**config.mk**
```make
export PLATFORM = sky130hd
export DESIGN_NAME = source_comment_lexer_flat
export DESIGN_NICKNAME = d
export VERILOG_FILES = /design/src/rtl/core/scl_pkg.sv /design/src/rtl/core/scl_in_if.sv /design/src/rtl/core/scl_out_if.sv /design/src/rtl/core/source_comment_lexer.sv /design/src/rtl/core/scl_step.sv /design/src/flat_wrapper.sv
export SDC_FILE = /design/constraint.sdc
export NUM_CORES = 1
export LEC_CHECK = 0
export BUFFER_PORTS_ARGS = -buffer_cell sky130_fd_sc_hd__buf_2
export CAP_MARGIN = 20
export CORE_MARGIN = 2
export CORE_UTILIZATION = 55
export CTS_BUF_LIST = sky130_fd_sc_hd__clkbuf_2 sky130_fd_sc_hd__clkbuf_4 sky130_fd_sc_hd__clkbuf_8
export DETAILED_ROUTE_END_ITERATION = 6
export MAX_ROUTING_LAYER = met4
export PLACE_DENSITY = 0.79
export SETUP_SLACK_MARGIN = 0.3
export SLEW_MARGIN = 20
export SYNTH_ARGS = -nofsm -noshare
export SYNTH_HDL_FRONTEND = slang
export SYNTH_SLANG_ARGS = --single-unit
```
**constraint.sdc**
```tcl
create_clock -name clk -period 6.2 [get_ports clk]
set_input_delay 1.24 -clock clk [delete_from_list [all_inputs] [get_ports clk]]
set_output_delay 1.24 -clock clk [all_outputs]
set_load 0.02 [all_outputs]
```
**src/rtl/core/scl_pkg.sv**
```systemverilog
// Shared types and constants for the source comment lexer.
// No dependencies; every other file in rtl/core imports this package.
package scl_pkg;

  // Result word kinds
  typedef enum logic [2:0] {
    K_TEXT   = 3'd0,
    K_LSTART = 3'd1,
    K_LEND   = 3'd2,
    K_BSTART = 3'd3,
    K_BEND   = 3'd4,
    K_NL     = 3'd5
  } kind_t;

  // Comment styles held in the style register
  localparam logic [1:0] STYLE_SLASH = 2'd1;
  localparam logic [1:0] STYLE_NEST  = 2'd2;
  localparam logic [1:0] STYLE_HASH  = 2'd3;
  localparam logic [1:0] STYLE_RESET = STYLE_SLASH;

  // Delimiter and quote characters
  localparam logic [7:0] CH_SLASH  = 8'h2F;
  localparam logic [7:0] CH_STAR   = 8'h2A;
  localparam logic [7:0] CH_HASH   = 8'h23;
  localparam logic [7:0] CH_BSLASH = 8'h5C;
  localparam logic [7:0] CH_SQUOTE = 8'h27;
  localparam logic [7:0] CH_DQUOTE = 8'h22;

  // Block depth counter width
  localparam int DEPTH_BITS_DEF = 8;

  // Register file: one register, word index taken from paddr[2]
  localparam int   PADDR_W   = 3;
  localparam logic REG_STYLE = 1'b0;

  // Result queue
  localparam int RQ_DEPTH = 4;
  localparam int RQ_AW    = 2;

  // One result word
  typedef struct packed {
    kind_t      kind;
    logic [7:0] text_byte;
  } res_t;

  // Results of one item, handed from the step logic to the queue
  typedef struct packed {
    logic [1:0] count;
    res_t       r0;
    res_t       r1;
  } step_out_t;

endpackage

```
**src/rtl/core/scl_in_if.sv**
```systemverilog
// Input channel of the source comment lexer: one source byte or line end per word.
// Depends on scl_pkg.
interface scl_in_if;
  import scl_pkg::*;

  logic       valid;
  logic       ready;
  logic [7:0] char_byte;
  logic       line_end;
  logic       file_start;

  modport source (output valid, char_byte, line_end, file_start, input ready);
  modport sink   (input valid, char_byte, line_end, file_start, output ready);
endinterface

```
**src/rtl/core/scl_out_if.sv**
```systemverilog
// Output channel of the source comment lexer: one text byte or comment marker per word.
// Depends on scl_pkg for the kind type.
interface scl_out_if;
  import scl_pkg::*;

  logic       valid;
  logic       ready;
  kind_t      kind;
  logic [7:0] text_byte;
  logic       last;

  modport source (output valid, kind, text_byte, last, input ready);
  modport sink   (input valid, kind, text_byte, last, output ready);
endinterface

```
**src/rtl/core/source_comment_lexer.sv**
```systemverilog
// A result word is written to the queue as its source word is taken and shows on tokens
// in the next cycle if the queue was empty. One source word is taken per cycle while
// chars.ready is high; it drops while fewer than two of the four result queue entries
// are free. Scanner state is decoded in one combinational pass. Reset (rst, synchronous):
// scanner state and queue cleared, style 1.
// Depends on scl_pkg, scl_in_if, scl_out_if and scl_step.
module source_comment_lexer #(
  parameter int DEPTH_BITS = scl_pkg::DEPTH_BITS_DEF
) (
  input  logic                        clk,
  input  logic                        rst,
  scl_in_if.sink                      chars,
  scl_out_if.source                   tokens,
  input  logic                        psel,
  input  logic                        penable,
  input  logic                        pwrite,
  input  logic [scl_pkg::PADDR_W-1:0] paddr,
  input  logic [31:0]                 pwdata,
  output logic [31:0]                 prdata,
  output logic                        pready
);
  import scl_pkg::*;

  logic [1:0]       style;
  logic             cfg_wr;
  logic             fire;
  logic             pop;
  step_out_t        res;
  logic [1:0]       wr_cnt;

  kind_t            q_kind [RQ_DEPTH];
  logic [7:0]       q_byte [RQ_DEPTH];
  logic             q_last [RQ_DEPTH];
  logic [RQ_AW-1:0] head;
  logic [RQ_AW-1:0] tail;
  logic [RQ_AW:0]   count;

  // Configuration register
  assign pready = 1'b1;
  assign cfg_wr = psel && penable && pwrite && (paddr[2] == REG_STYLE);
  assign prdata = (paddr[2] == REG_STYLE) ? {30'b0, style} : 32'b0;

  always_ff @(posedge clk) begin
    if (rst) begin
      style <= STYLE_RESET;
    end else if (cfg_wr) begin
      style <= pwdata[1:0];
    end
  end

  // Accept while two queue entries are free
  assign chars.ready = (count <= (RQ_AW+1)'(RQ_DEPTH - 2));
  assign fire        = chars.valid && chars.ready;
  assign pop         = tokens.valid && tokens.ready;
  assign wr_cnt      = fire ? res.count : 2'd0;

  scl_step #(
    .DEPTH_BITS (DEPTH_BITS)
  ) u_step (
    .clk        (clk),
    .rst        (rst),
    .fire       (fire),
    .char_byte  (chars.char_byte),
    .line_end   (chars.line_end),
    .file_start (chars.file_start),
    .style      (style),
    .res        (res)
  );

  // Queue pointers
  always_ff @(posedge clk) begin
    if (rst) begin
      head  <= '0;
      tail  <= '0;
      count <= '0;
    end else begin
      tail  <= tail + RQ_AW'(wr_cnt);
      head  <= head + RQ_AW'(pop);
      count <= count + (RQ_AW+1)'(wr_cnt) - (RQ_AW+1)'(pop);
    end
  end

  // Queue storage: write one or two words per item
  always_ff @(posedge clk) begin
    if (wr_cnt != 2'd0) begin
      q_kind[tail] <= res.r0.kind;
      q_byte[tail] <= res.r0.text_byte;
      q_last[tail] <= (wr_cnt == 2'd1);
    end
    if (wr_cnt == 2'd2) begin
      q_kind[tail + 1'b1] <= res.r1.kind;
      q_byte[tail + 1'b1] <= res.r1.text_byte;
      q_last[tail + 1'b1] <= 1'b1;
    end
  end

  // Present the head word
  assign tokens.valid     = (count != '0);
  assign tokens.kind      = q_kind[head];
  assign tokens.text_byte = q_byte[head];
  assign tokens.last      = q_last[head];

endmodule

```
**src/rtl/core/scl_step.sv**
```systemverilog
// Scanner state and the single-pass next-state logic for one input word.
// Depends on scl_pkg; instantiated by source_comment_lexer.
module scl_step #(
  parameter int DEPTH_BITS = scl_pkg::DEPTH_BITS_DEF
) (
  input  logic                clk,
  input  logic                rst,
  input  logic                fire,
  input  logic [7:0]          char_byte,
  input  logic                line_end,
  input  logic                file_start,
  input  logic [1:0]          style,
  output scl_pkg::step_out_t  res
);
  import scl_pkg::*;

  // Scanner state
  logic [7:0]            held_byte;
  logic                  held_valid;
  logic [DEPTH_BITS-1:0] block_level;
  logic [7:0]            quote_open;
  logic                  escape_pending;
  logic                  in_line_comment;

  logic [7:0]            held_byte_next;
  logic                  held_valid_next;
  logic [DEPTH_BITS-1:0] block_level_next;
  logic [7:0]            quote_open_next;
  logic                  escape_pending_next;
  logic                  in_line_comment_next;

  logic [DEPTH_BITS-1:0] lvl_cur;
  logic                  slash;

  // Fresh-byte decode
  logic                  f_emit;
  logic                  f_hold;
  kind_t                 f_kind;
  logic [7:0]            f_byte;
  logic                  f_il;
  logic [7:0]            f_q;
  logic                  f_esc;

  // Held-pair decode
  logic                  p_match;
  kind_t                 p_kind;
  logic [DEPTH_BITS-1:0] p_lvl;
  logic                  p_il;

  kind_t                 eol_kind;

  assign lvl_cur  = file_start ? '0 : block_level;
  assign slash    = (style == STYLE_SLASH) || (style == STYLE_NEST);
  assign eol_kind = in_line_comment ? K_LEND : K_NL;

  // Decode a byte with nothing held
  always_comb begin
    f_emit = 1'b1;
    f_hold = 1'b0;
    f_kind = K_TEXT;
    f_il   = in_line_comment;
    f_q    = quote_open;
    f_esc  = escape_pending;
    if (in_line_comment) begin
      f_emit = 1'b1;
    end else if (lvl_cur != '0) begin
      if (char_byte == CH_STAR || (style == STYLE_NEST && char_byte == CH_SLASH)) begin
        f_emit = 1'b0;
        f_hold = 1'b1;
      end
    end else if (quote_open != 8'h00) begin
      if (escape_pending) begin
        f_esc = 1'b0;
      end else if (char_byte == CH_BSLASH) begin
        f_esc = 1'b1;
      end else if (char_byte == quote_open) begin
        f_q = 8'h00;
      end
    end else if (char_byte == CH_SQUOTE || char_byte == CH_DQUOTE) begin
      f_q = char_byte;
    end else if (style == STYLE_HASH && char_byte == CH_HASH) begin
      f_il   = 1'b1;
      f_kind = K_LSTART;
    end else if (slash && char_byte == CH_SLASH) begin
      f_emit = 1'b0;
      f_hold = 1'b1;
    end
    f_byte = (f_kind == K_TEXT) ? char_byte : 8'h00;
  end

  // Decide whether the held byte and the new byte form a delimiter
  always_comb begin
    p_match = 1'b0;
    p_kind  = K_BSTART;
    p_lvl   = lvl_cur;
    p_il    = in_line_comment;
    if (lvl_cur != '0) begin
      if (style == STYLE_NEST && held_byte == CH_SLASH && char_byte == CH_STAR) begin
        p_match = 1'b1;
        // saturate at the top of the counter
        if (!(&lvl_cur)) begin
          p_lvl = lvl_cur + 1'b1;
        end
      end else if (held_byte == CH_STAR && char_byte == CH_SLASH) begin
        p_match = 1'b1;
        p_kind  = K_BEND;
        p_lvl   = lvl_cur - 1'b1;
      end
    end else if (!in_line_comment && quote_open == 8'h00 && slash && held_byte == CH_SLASH) begin
      if (char_byte == CH_SLASH) begin
        p_match = 1'b1;
        p_kind  = K_LSTART;
        p_il    = 1'b1;
      end else if (char_byte == CH_STAR) begin
        p_match = 1'b1;
        p_lvl   = DEPTH_BITS'(1);
      end
    end
  end

  // Combine: line end, held pair, held byte then fresh byte, or fresh byte
  always_comb begin
    res                  = '0;
    res.r0.kind          = K_TEXT;
    res.r1.kind          = K_TEXT;
    held_byte_next       = held_byte;
    held_valid_next      = held_valid;
    block_level_next     = lvl_cur;
    quote_open_next      = quote_open;
    escape_pending_next  = escape_pending;
    in_line_comment_next = in_line_comment;
    if (line_end) begin
      if (held_valid) begin
        res.r0 = '{kind: K_TEXT, text_byte: held_byte};
        res.r1 = '{kind: eol_kind, text_byte: 8'h00};
        res.count = 2'd2;
      end else begin
        res.r0 = '{kind: eol_kind, text_byte: 8'h00};
        res.count = 2'd1;
      end
      held_valid_next      = 1'b0;
      held_byte_next       = 8'h00;
      quote_open_next      = 8'h00;
      escape_pending_next  = 1'b0;
      in_line_comment_next = 1'b0;
    end else if (held_valid && p_match) begin
      res.r0               = '{kind: p_kind, text_byte: 8'h00};
      res.count            = 2'd1;
      held_valid_next      = 1'b0;
      held_byte_next       = 8'h00;
      block_level_next     = p_lvl;
      in_line_comment_next = p_il;
    end else if (held_valid) begin
      // held byte falls out as text, then the new byte is decoded on its own
      res.r0               = '{kind: K_TEXT, text_byte: held_byte};
      res.r1               = '{kind: f_kind, text_byte: f_byte};
      res.count            = f_emit ? 2'd2 : 2'd1;
      held_valid_next      = f_hold;
      held_byte_next       = f_hold ? char_byte : 8'h00;
      quote_open_next      = f_q;
      escape_pending_next  = f_esc;
      in_line_comment_next = f_il;
    end else begin
      res.r0               = '{kind: f_kind, text_byte: f_byte};
      res.count            = f_emit ? 2'd1 : 2'd0;
      held_valid_next      = f_hold;
      held_byte_next       = f_hold ? char_byte : 8'h00;
      quote_open_next      = f_q;
      escape_pending_next  = f_esc;
      in_line_comment_next = f_il;
    end
  end

  // Advance state on each accepted word
  always_ff @(posedge clk) begin
    if (rst) begin
      held_byte       <= 8'h00;
      held_valid      <= 1'b0;
      block_level     <= '0;
      quote_open      <= 8'h00;
      escape_pending  <= 1'b0;
      in_line_comment <= 1'b0;
    end else if (fire) begin
      held_byte       <= held_byte_next;
      held_valid      <= held_valid_next;
      block_level     <= block_level_next;
      quote_open      <= quote_open_next;
      escape_pending  <= escape_pending_next;
      in_line_comment <= in_line_comment_next;
    end
  end

endmodule

```
**src/flat_wrapper.sv**
```systemverilog
// flat-port wrapper written by rule: the top's interface ports become plain ports
module source_comment_lexer_flat import scl_pkg::*;
#(
  parameter int DEPTH_BITS = scl_pkg::DEPTH_BITS_DEF
)
  (clk, rst, psel, penable, pwrite, paddr, pwdata, prdata, pready, chars_valid, chars_char_byte, chars_line_end, chars_file_start, chars_ready, tokens_valid, tokens_kind, tokens_text_byte, tokens_last, tokens_ready);
  scl_in_if chars_i ();
  scl_out_if tokens_i ();
  input  logic clk;
  input  logic rst;
  input  logic psel;
  input  logic penable;
  input  logic pwrite;
  input  logic [scl_pkg::PADDR_W-1:0] paddr;
  input  logic [31:0] pwdata;
  output logic [31:0] prdata;
  output logic pready;
  input wire logic [$bits(chars_i.valid)-1:0] chars_valid;
  input wire logic [$bits(chars_i.char_byte)-1:0] chars_char_byte;
  input wire logic [$bits(chars_i.line_end)-1:0] chars_line_end;
  input wire logic [$bits(chars_i.file_start)-1:0] chars_file_start;
  output wire logic [$bits(chars_i.ready)-1:0] chars_ready;
  output wire logic [$bits(tokens_i.valid)-1:0] tokens_valid;
  output wire logic [$bits(tokens_i.kind)-1:0] tokens_kind;
  output wire logic [$bits(tokens_i.text_byte)-1:0] tokens_text_byte;
  output wire logic [$bits(tokens_i.last)-1:0] tokens_last;
  input wire logic [$bits(tokens_i.ready)-1:0] tokens_ready;
  assign chars_i.valid = chars_valid;
  assign chars_i.char_byte = chars_char_byte;
  assign chars_i.line_end = chars_line_end;
  assign chars_i.file_start = chars_file_start;
  assign chars_ready = chars_i.ready;
  assign tokens_valid = tokens_i.valid;
  assign tokens_kind = tokens_i.kind;
  assign tokens_text_byte = tokens_i.text_byte;
  assign tokens_last = tokens_i.last;
  assign tokens_i.ready = tokens_ready;
  source_comment_lexer #(.DEPTH_BITS(DEPTH_BITS)) u_core (.clk(clk), .rst(rst), .chars(chars_i), .tokens(tokens_i), .psel(psel), .penable(penable), .pwrite(pwrite), .paddr(paddr), .pwdata(pwdata), .prdata(prdata), .pready(pready));
endmodule
```
## Yosys cells after proc, flatten, opt, wreduce, memory -nomap -nowiden

Memories as Yosys holds them, arrays and structs flattened. A register that Yosys moved wholly into a read port is not among the register bits.
Index checks and enable logic that the tools add are counted.

| operators by class | value |
|---|---|
| add/sub/neg operators | 7 |
| magnitude comparators | 1 |
| eq/ne operators | 23 |
| muxes and demuxes | 91 |
| bitwise gates (word level) | 1 |
| reductions and logical operators | 31 |

Operators with widths:

| operator | number |
|---|---|
| $mux W8 | 23 |
| $eq A8 B6 Y1 const B | 7 |
| $mux W1 | 49 |
| $mux W13 | 3 |
| $mux W11 | 3 |
| $mux W24 | 1 |
| $mux W2 | 8 |
| $reduce_and A8 Y1 | 2 |
| $reduce_bool A8 Y1 | 2 |
| $logic_and A1 B1 Y1 | 15 |
| $ne A3 B3 Y1 const B | 5 |
| $mux W3 | 4 |
| $add A8 B1 Y8 const B | 1 |
| $eq A8 B7 Y1 const B | 1 |
| $eq A8 B8 Y1 | 1 |
| $logic_not A8 Y1 | 1 |
| $sub A8 B1 Y8 const B | 1 |
| $eq A2 B2 Y1 const B | 3 |
| $ne A2 B2 Y1 const B | 3 |
| $reduce_bool A3 Y1 | 2 |
| $reduce_and A5 Y1 | 1 |
| $eq A2 B1 Y1 const B | 2 |
| $reduce_and A4 Y1 | 1 |
| $reduce_bool A2 Y1 | 2 |
| 11 further kinds | 13 |

| word-level totals | value |
|---|---|
| register bits after elaboration | 36 |
| RAM bits | 48 |
| input port bits | 52 |
| output and inout bits | 47 |
| word-level logic and storage cells | 167 |
| memories | 3 |

Memories:

| name | words | bits a word | rd ports | clocked after memory_dff | wr ports | RTL line | source |
|---|---|---|---|---|---|---|---|
| u_core.q_byte | 4 | 8 | 1 | 1 | 2 | source_comment_lexer.sv:32 | `logic [7:0] q_byte [RQ_DEPTH];` |
| u_core.q_kind | 4 | 3 | 1 | 1 | 2 | source_comment_lexer.sv:31 | `kind_t q_kind [RQ_DEPTH];` |
| u_core.q_last | 4 | 1 | 1 | 1 | 2 | source_comment_lexer.sv:33 | `logic q_last [RQ_DEPTH];` |

## Depth between registers and ports, before layout

Gate-level depths: netlist of run 1.

| logic depth | value |
|---|---|
| depth in word-level cells | 17 |
| depth in mapped cells | 19 |
| mapped depth without buffers | 16 |

## Hierarchy

A second synthesis of run 1 with hierarchy kept.

| second synthesis, totals | value |
|---|---|
| cells, all modules | 534 |
| area total of the unflattened synthesis | 5704.2 µm² |

By module, submodules not included:

| module | instances | cells an instance | area an instance (µm²) |
|---|---|---|---|
| source_comment_lexer | 1 | 227 | 3323.2 |
| scl_step | 1 | 307 | 2381.0 |

## Worst setup path after synthesis of run 1

No wires, ideal clock.

| path | value |
|---|---|
| path kind | input-to-reg |
| start | input chars_file_start |
| end | memory u_core.q_byte[0][0] (enable) |
| data arrival time | 4478 ps |
| setup slack | 1325 ps |
| cell stages on the path | 16 |
| path buffers | 4 |
| cell sequence | clkbuf_1 -> clkbuf_1 -> inv_1 -> nand2_1 -> ha_1 -> o211a_4 -> nand4b_1 -> a211o_1 -> ha_1 -> clkbuf_1 -> nor2_1 -> nand2_1 -> nor2_1 -> a21oi_1 -> buf_4 -> o31ai_1 |

RTL lines:

| what | RTL line | source |
|---|---|---|
| start: declaration | flat_wrapper.sv:21 | `input wire logic [$bits(chars_i.file_start)-1:0] chars_file_start;` |
| end: declaration | source_comment_lexer.sv:32 |  |

==> metrics.md, run 1 <==
| Metric | Value |
|---|---|
| Vias post-DR | 4466 |
| Post-synth ARST share | 0 |
| Cts hold-fix bufs | 0 |
| Total global-route track usage | 0.265 |
| Area Overhead vs Synth | 5.70% |
| Fin crit period | 4750 ps |
| H-tree lvl count | 3 |
| Final setup viols | 0 |
| Post-synthesis compound-gate area fraction | 0.170 |
| PD cells | 283 nW/um^2 |
| Design area | 5700 um^2 |
| Arr. time, crit path | 4830 ps |
| Max-slew violations | 0 |
| Final ANT Viol Nets | 0 |
| Nets | 634 |
| Post-Synthesis Cells | 556 |
| Final period utilization | 0.767 |
| Leak pwr | 2.17 nW |
| Worst-Margin Slew | 942 ps |
| CP required | 6280 ps |
| Die span in y | 103 um |
| Drt via density | 6.31 |
| DRT iter0 DRCs | 398 |
| Max-cap violations | 0 |
| Headroom to the max-slew limit | 0.370 |
| Core Footprint | 9640 um^2 |
| CP endpoint kind | flop |
| DRC viols | 0 |
| 1st-pass router iterations | 5 |
| Finished Layout Cells | 708 |
| Area after DPL | 5500 um^2 |
| Synth Cell Area | 5400 um^2 |
| Input/output buffers | 35 |
| CP max FO | 20 |
| Layout cells sized above 1 | 0.158 |
| Clock sink count | 84 |
| Setup CP Type | in2reg |
| CTS tree | yes |
| # rows | 36 |
| Skew final | 11.3 ps |
| Top cell type's share of synthesized area | 0.245 |
| Post-CTS resize count | 0 |
| Diodes inserted | 0 |
| Wire length per cell | 18.7 um |
| Fmax | 0.210 GHz |
| Number of synthesized register bits | 84 |
| Placed cell count | 692 |
| Largest family of logic cells by synthesized area | simple AND/OR/NAND/NOR gates |
| VDD IR max | 0.127 mV |
| Clock Tree Buf Depth | 2 |
| Initial antenna violation count | 0 |
| Grt total ovfl | 0 |
| Post-DP HPWL | 9470 um |
| Largest cells by area after synthesis | edfxtp_1 24%, dfxtp_1 15%, buf_4 5.0% |
| Hold Path Class | reg2reg |
| Worst-Skew Late Latency | 380 ps |
| Num CTS Buffers | 9 |
| Yosys cell types | 71 |
| CP Launch Type | primary input |
| Status | completed |
| Util after Layout | 0.592 |
| First-pass GRT wire length | 21200 um |
| Top Ports | 99 |
| Number of global-route vias before repair | 4149 |
| Mean post-synth cell area | 9.71 um^2 |
| Postcts setup bufs | 0 |
| Yosys warning total | 0 |
| Starting density of the core | 0.560 |
| Power Total | 1.62 mW |
| Placer's final routability congestion estimate | 0.983 |
| Post-synth top area cell | edfxtp_1 |
| Hold Vio Cnt, Final | 0 |
| Die ar. | 10600 um^2 |
| RSZ-0062 raised after global routing | no |
| Root buffer cell | clkbuf_8 |
| XOR/XNOR Fraction of Synth Area | 0.0227 |
| Post-synth top flop | edfxtp_1 |
| Setup TNS | 0 ps |
| Mux contribution to synthesized area | 0.0874 |
| Simple-gate portion of the synthesized area | 0.210 |
| Die W | 103 um |
| Post-synth EDFFs | 44 |
| Routed wire length | 13200 um |
| Clock-pin slew on the worst setup and hold paths | 110 ps |
| Post-Synth Adder-Cell Area | 0.0292 |
| Largest net degree at the start of global routing | 36 |
| Sequential-to-total area share from yosys stat | 0.393 |
metrics by stage:
stage	worst slack [ps]	hold slack, ps
floorplan	1320	440
global placement	955	452
detailed placement	846	458
CTS	1220	473
global route	1210	496
finish	1450	477
worst max-delay path: stages:
cell      delay (ps)
buf_2            290
inv_1            210
nand2_1          200
ha_1             240
o211a_4          250
nand4b_1         100
a211o_1          350
ha_1             420
nor2_1           260
nand2_1          160
nor2_1           370
a21oi_2          280
o31ai_1          170
buf_4            260
cells by family (layout without fill, tap and decap cells):
logic type	count (synthesis)	count (layout)
other	2	31
xor gates and xnor gates	14	14
muxes	32	32
buffers and inverters	83	73
and+or+nand+nor	199	199
DFF	84	84
adders and majority gates	12	12
AOI/OAI and AO/OA	130	130
cell usage in the layout, fill, tap and decap left out, types with 6 or more instances in the layout:
cell	n
a32o_1	11
nor2_1	39
clkbuf_8	9
edfxtp_1	44
nor4b_1	6
ha_1	11
or4_1	7
nand3_1	23
nor3_1	16
mux4_2	12
mux2i_1	19
a21oi_1	28
dfxtp_1	40
conb_1	31
buf_2	35
xor2_1	10
inv_1	13
a22o_1	8
nand2_1	35
o21ai_0	28
nor2b_1	6
buf_4	8
and3_1	10
o211ai_1	8
nor4_1	13
final timing paths:
check / start / endpoint / slack [ps] / cells past startpoint
setup / recovery: chars_file_start / u_core.q_byte[0][4] / 1450 / 14
hold / removal: u_core.u_step.held_byte[3] / u_core.u_step.held_byte[3] / 480 / 2
setup reg to reg: u_core.u_step.block_level[0] / u_core.q_byte[0][4] / 2300 / 12
hold reg to reg: u_core.u_step.held_byte[3] / u_core.u_step.held_byte[3] / 480 / 2
flip-flops by register name, indices dropped and copies added, names as in the netlist, 3 cells and up:
register,count
u_core.q_byte,32
u_core.q_kind,12
u_core.u_step.block_level,8
u_core.u_step.held_byte,8
u_core.u_step.quote_open,8
u_core.q_last,4
u_core.count,3
power breakdown:
part           leakage (nW)  internal [mW]  switching (mW)
sequential            0.735          0.665          0.0591
clock                 0.103          0.160           0.243
combinational          1.33          0.204           0.285
total                  2.17           1.03           0.587
synthesized netlist by cell type (11+ instances only):
library cell and instances:
nand3_1 23, nor3_1 16, o21ai_0 28, nand2_1 36, nor4_1 13, dfxtp_1 40
edfxtp_1 44, a21oi_1 29, buf_4 36, ha_1 11, a32o_1 11, inv_1 13
mux2i_1 19, clkbuf_1 23, nor2_1 39, mux4_2 12
metal layers:
layer	GRT usage	routed length (um)	vias up
met1	0.342	5600	2148
met4	0.0688	218	0
met2	0.433	6550	209
li1	-	-	2076
met3	0.0434	856	33
met5	-	0	-
final cells by class:
class	count	area, um^2
multi-input cells	418	2930
repair buffers	43	235
flip-flops and latches	84	2120
clock buffers	9	124
inverters	14	52.6
fillers	857	3940
well taps	133	166
clock inverters	7	76.3
Power figures use the tool's default switching activity.
==> run 2, diff against run 1 <==
Settings changed: ABC_AREA from default to 1.
Clock period 6.2 ns to 4.8 ns, I/O delays scaled along.
==> run 2 against run 1 <==
  * Utilization increased by 0.17 points
  * Power increased by 46%
  * Via count increased by 10%
  * Register-to-register slack got worse by 780 ps
  * Cell area increased by 0.29%
  * Largest cell class unchanged
  * Highest routed layer unchanged
  * Clock power increased by 45%
==> metrics.md, run 2 <==
| Metric | Value |
|---|---|
| Status | completed |
| Vias post-DR | 4920 (+10%) |
| Skew final | 12.0 ps (+0.617 ps) |
| H-tree lvl count | 3 (unchanged) |
| Worst-Margin Slew | 1050 ps (+112 ps) |
| Yosys cell types | 42 (-41%) |
| Sequential-to-total area share from yosys stat | 0.394 (+0.00101) |
| Setup ws final | 922 ps (-524 ps) |
| Die ar. | 10600 um^2 (-0.25%) |
| Grt total ovfl | 0 (unchanged) |
| Worst-Skew Late Latency | 360 ps (-20 ps) |
| Post-synth top area cell | edfxtp_1 |
| Fill cells | 906 (+5.7%) |
| Hold Vio Cnt, Final | 0 (unchanged) |
| Area after DPL | 5500 um^2 (about the same) |
| Synth cell count leaders | 161 x nand2_1, 99 x nor2_1, 72 x inv_1 |
| Setup TNS | 0 ps (unchanged) |
| Postcts setup bufs | 0 (unchanged) |
| DRT iter0 DRCs | 308 (-23%) |
| CP Launch Type | primary input |
| WP buf/inv | 6 (+3) |
| Max-slew violations | 0 (unchanged) |
| Yosys warning total | 0 (unchanged) |
| Pre-CTS setup slack | 628 ps (-217 ps) |
| Diodes inserted | 0 (unchanged) |
| CP required | 5030 ps (-1250 ps) |
| Die span in y | 103 um (-0.13%) |
| Worst path cell trace | buf_2 -> inv_1 -> nand2_1 -> nor2_1 -> nand3_1 -> o31ai_1 -> nand3_1 -> ha_1 -> nand2_1 -> nand2_1 -> inv_1 -> nand2_4 -> nand2_2 -> ha_1 -> inv_1 -> ha_1 -> inv_1 -> fa_1 -> xor2_1 -> inv_1 -> nor2_1 |
| Commonest non-fill, non-tap cell in the layout | nand2_1 |
| Final setup viols | 0 (unchanged) |
| Post-synth ARST share | 0 (unchanged) |
| Drt via density | 5.45 (-14%) |
| CTS tree | yes |
| Core Footprint | 9640 um^2 (unchanged) |
| Input/output buffers | 35 (unchanged) |
| Post-CTS resize count | 0 (unchanged) |
| Die W | 103 um (-0.13%) |
| Area Overhead vs Synth | 6.28% |
| Final period utilization | 0.808 |
| RSZ-0062 raised after global routing | no |
| First-pass GRT wire length | 21700 um (+2.1%) |
| Placer's final routability congestion estimate | 0.935 (-4.9%) |
| Fin crit period | 3880 ps |
| 1st-pass router iterations | 5 (unchanged) |
| Clock sink count | 84 (unchanged) |
| DRC viols | 0 (unchanged) |
| Top cell type's share of synthesized area | 0.245 (+0.000626) |
| Top flop regs | u_core.q_byte (32), u_core.q_kind (12) |
| Hold slack | 474 ps (-2.96 ps) |
| Family with the most delay on the worst path | adder cells |
| Headroom to the max-slew limit | 0.298 (-0.0725) |
| Setup CP Type | in2reg |
| Max reg flops | 32 (unchanged) |
| CP most frequent cell | inv_1 |
| Nets | 828 (+31%) |
| Top Ports | 99 (unchanged) |
| # rows | 36 (unchanged) |
| CP endpoint kind | flop |
| Number of synthesized register bits | 84 (unchanged) |
| Routed wire length | 13300 um (+0.78%) |
| Post-synth EDFFs | 44 (unchanged) |
| Largest cells by area after synthesis | edfxtp_1 25%, dfxtp_1 15%, nand2_1 11% |
| VDD IR max | 0.220 mV (+72%) |
| Most common cell in the netlist | nand2_1 |
| Post-synth top flop | edfxtp_1 |
| Initial antenna violation count | 0 (unchanged) |
| Cts hold-fix bufs | 0 (unchanged) |
| Synth Cell Area | 5380 um^2 (-0.26%) |
| Layout cells sized above 1 | 0.118 (-0.0399) |
| Num CTS Buffers | 9 (unchanged) |
| Starting density of the core | 0.558 (-0.00143) |
| Most frequent cells in the layout | 161 x nand2_1, 99 x nor2_1, 72 x inv_1 |
| Final ANT Viol Nets | 0 (unchanged) |
| Leak pwr | 2.53 nW (+17%) |
| Post-DP HPWL | 9720 um (+2.7%) |
| Post-Synthesis Cells | 740 (+33%) |
| Max-cap violations | 0 (unchanged) |
| Wire length per cell | 14.8 um (-21%) |
| PD cells | 413 nW/um^2 (+46%) |
| Largest net degree at the start of global routing | 29 (-19%) |
| Slowest stage cell, crit path | fa_1 |
| Clock-pin slew on the worst setup and hold paths | 90 ps (-20 ps) |
| Hold Path Class | reg2reg |
| Util after Layout | 0.593 (+0.00169) |
| Clock Tree Buf Depth | 2 (unchanged) |
| Largest register by flop count | u_core.q_byte |
| Largest stage delay, worst path | 380 ps (-40 ps) |
| Mean post-synth cell area | 7.27 um^2 (-25%) |
| Root buffer cell | clkbuf_8 |
| Total global-route track usage | 0.270 (+0.00599) |
| CP max FO | 5 (-75%) |
| Design area | 5720 um^2 (+0.29%) |
| Arr. time, crit path | 4110 ps (-720 ps) |
| Fmax | 0.258 GHz |
| R2r setup slk | 1520 ps (-780 ps) |
| Number of global-route vias before repair | 4698 (+13%) |
[run 2: changes by cell type in the layout (fill, tap and decap cells not counted), moves of 10 or more]
cell | previous run | this run
nand2_1 | 35 | 161
nor2_1 | 39 | 99
inv_1 | 13 | 72
o21ai_0 | 28 | 59
o21ai_1 | 1 | 28
nand3_1 | 23 | 46
mux2i_1 | 19 | 0
o22ai_1 | 2 | 17
mux4_2 | 12 | 0
a32o_1 | 11 | 0
nor4_1 | 13 | 2
and3_1 | 10 | 0
[run 2: final timing paths]
| kind | startpoint | cells after the start | end |
|---|---|---|---|
| worst max-delay path | chars_char_byte[7] | 21 | u_core.count[2] |
| worst min register to register | u_core.u_step.quote_open[6] | 2 | u_core.u_step.quote_open[6] |
| worst max register to register | u_core.u_step.block_level[3] | 20 | u_core.count[2] |
| worst min-delay path | u_core.u_step.quote_open[6] | 2 | u_core.u_step.quote_open[6] |
[run 2: logic make-up after synthesis]
kind of cell / count (synthesis) / synth area share
adders and majority gates: 12 / 0.0293
other: 2 / 0.00140
xor gates and xnor gates: 9 / 0.0146
and+or+nand+nor: 351 / 0.289
AOI/OAI and AO/OA: 148 / 0.149
DFF: 84 / 0.394
buffers and inverters: 134 / 0.122
[run 2: cell type report]
class / instances / area (um^2) / area share
timing repair buffer: 37 / 190 / 0.0332
multi-input combinational: 551 / 2710 / 0.474
inverter: 81 / 304 / 0.0531
sequential: 84 / 2120 / 0.371
clock inverter: 5 / 85.1 / 0.0149
tap: 133 / 166 / 0.0291
clock buffer: 11 / 139 / 0.0243
[run 2: worst min-delay path, stage by stage (launching register included)]
cell and delay [ps]:
dfxtp_1 340, nand2_1 70, nor2_1 40
[run 2: routing by layer]
metal,vias to the layer above,share of wire,track usage
met3,34,0.066,0.0271
met5,-,0,-
met4,0,0.025,0.110
met2,187,0.49,0.473
li1,2430,-,-
met1,2269,0.42,0.318
[run 2: through the flow]
step           power [mW]  cells
2_1_floorplan        1.57    769
3_3_place_gp         1.76    886
3_5_place_dp         1.79    886
4_1_cts              2.36    902
5_1_grt              2.51    902
6_report             2.37    902
[run 2: where the power goes]
| group | leakage, nW | switching, mW | internal [mW] |
|---|---|---|---|
| Clock | 0.111 | 0.277 | 0.308 |
| Combinational | 1.68 | 0.589 | 0.261 |
| Sequential | 0.735 | 0.0594 | 0.871 |
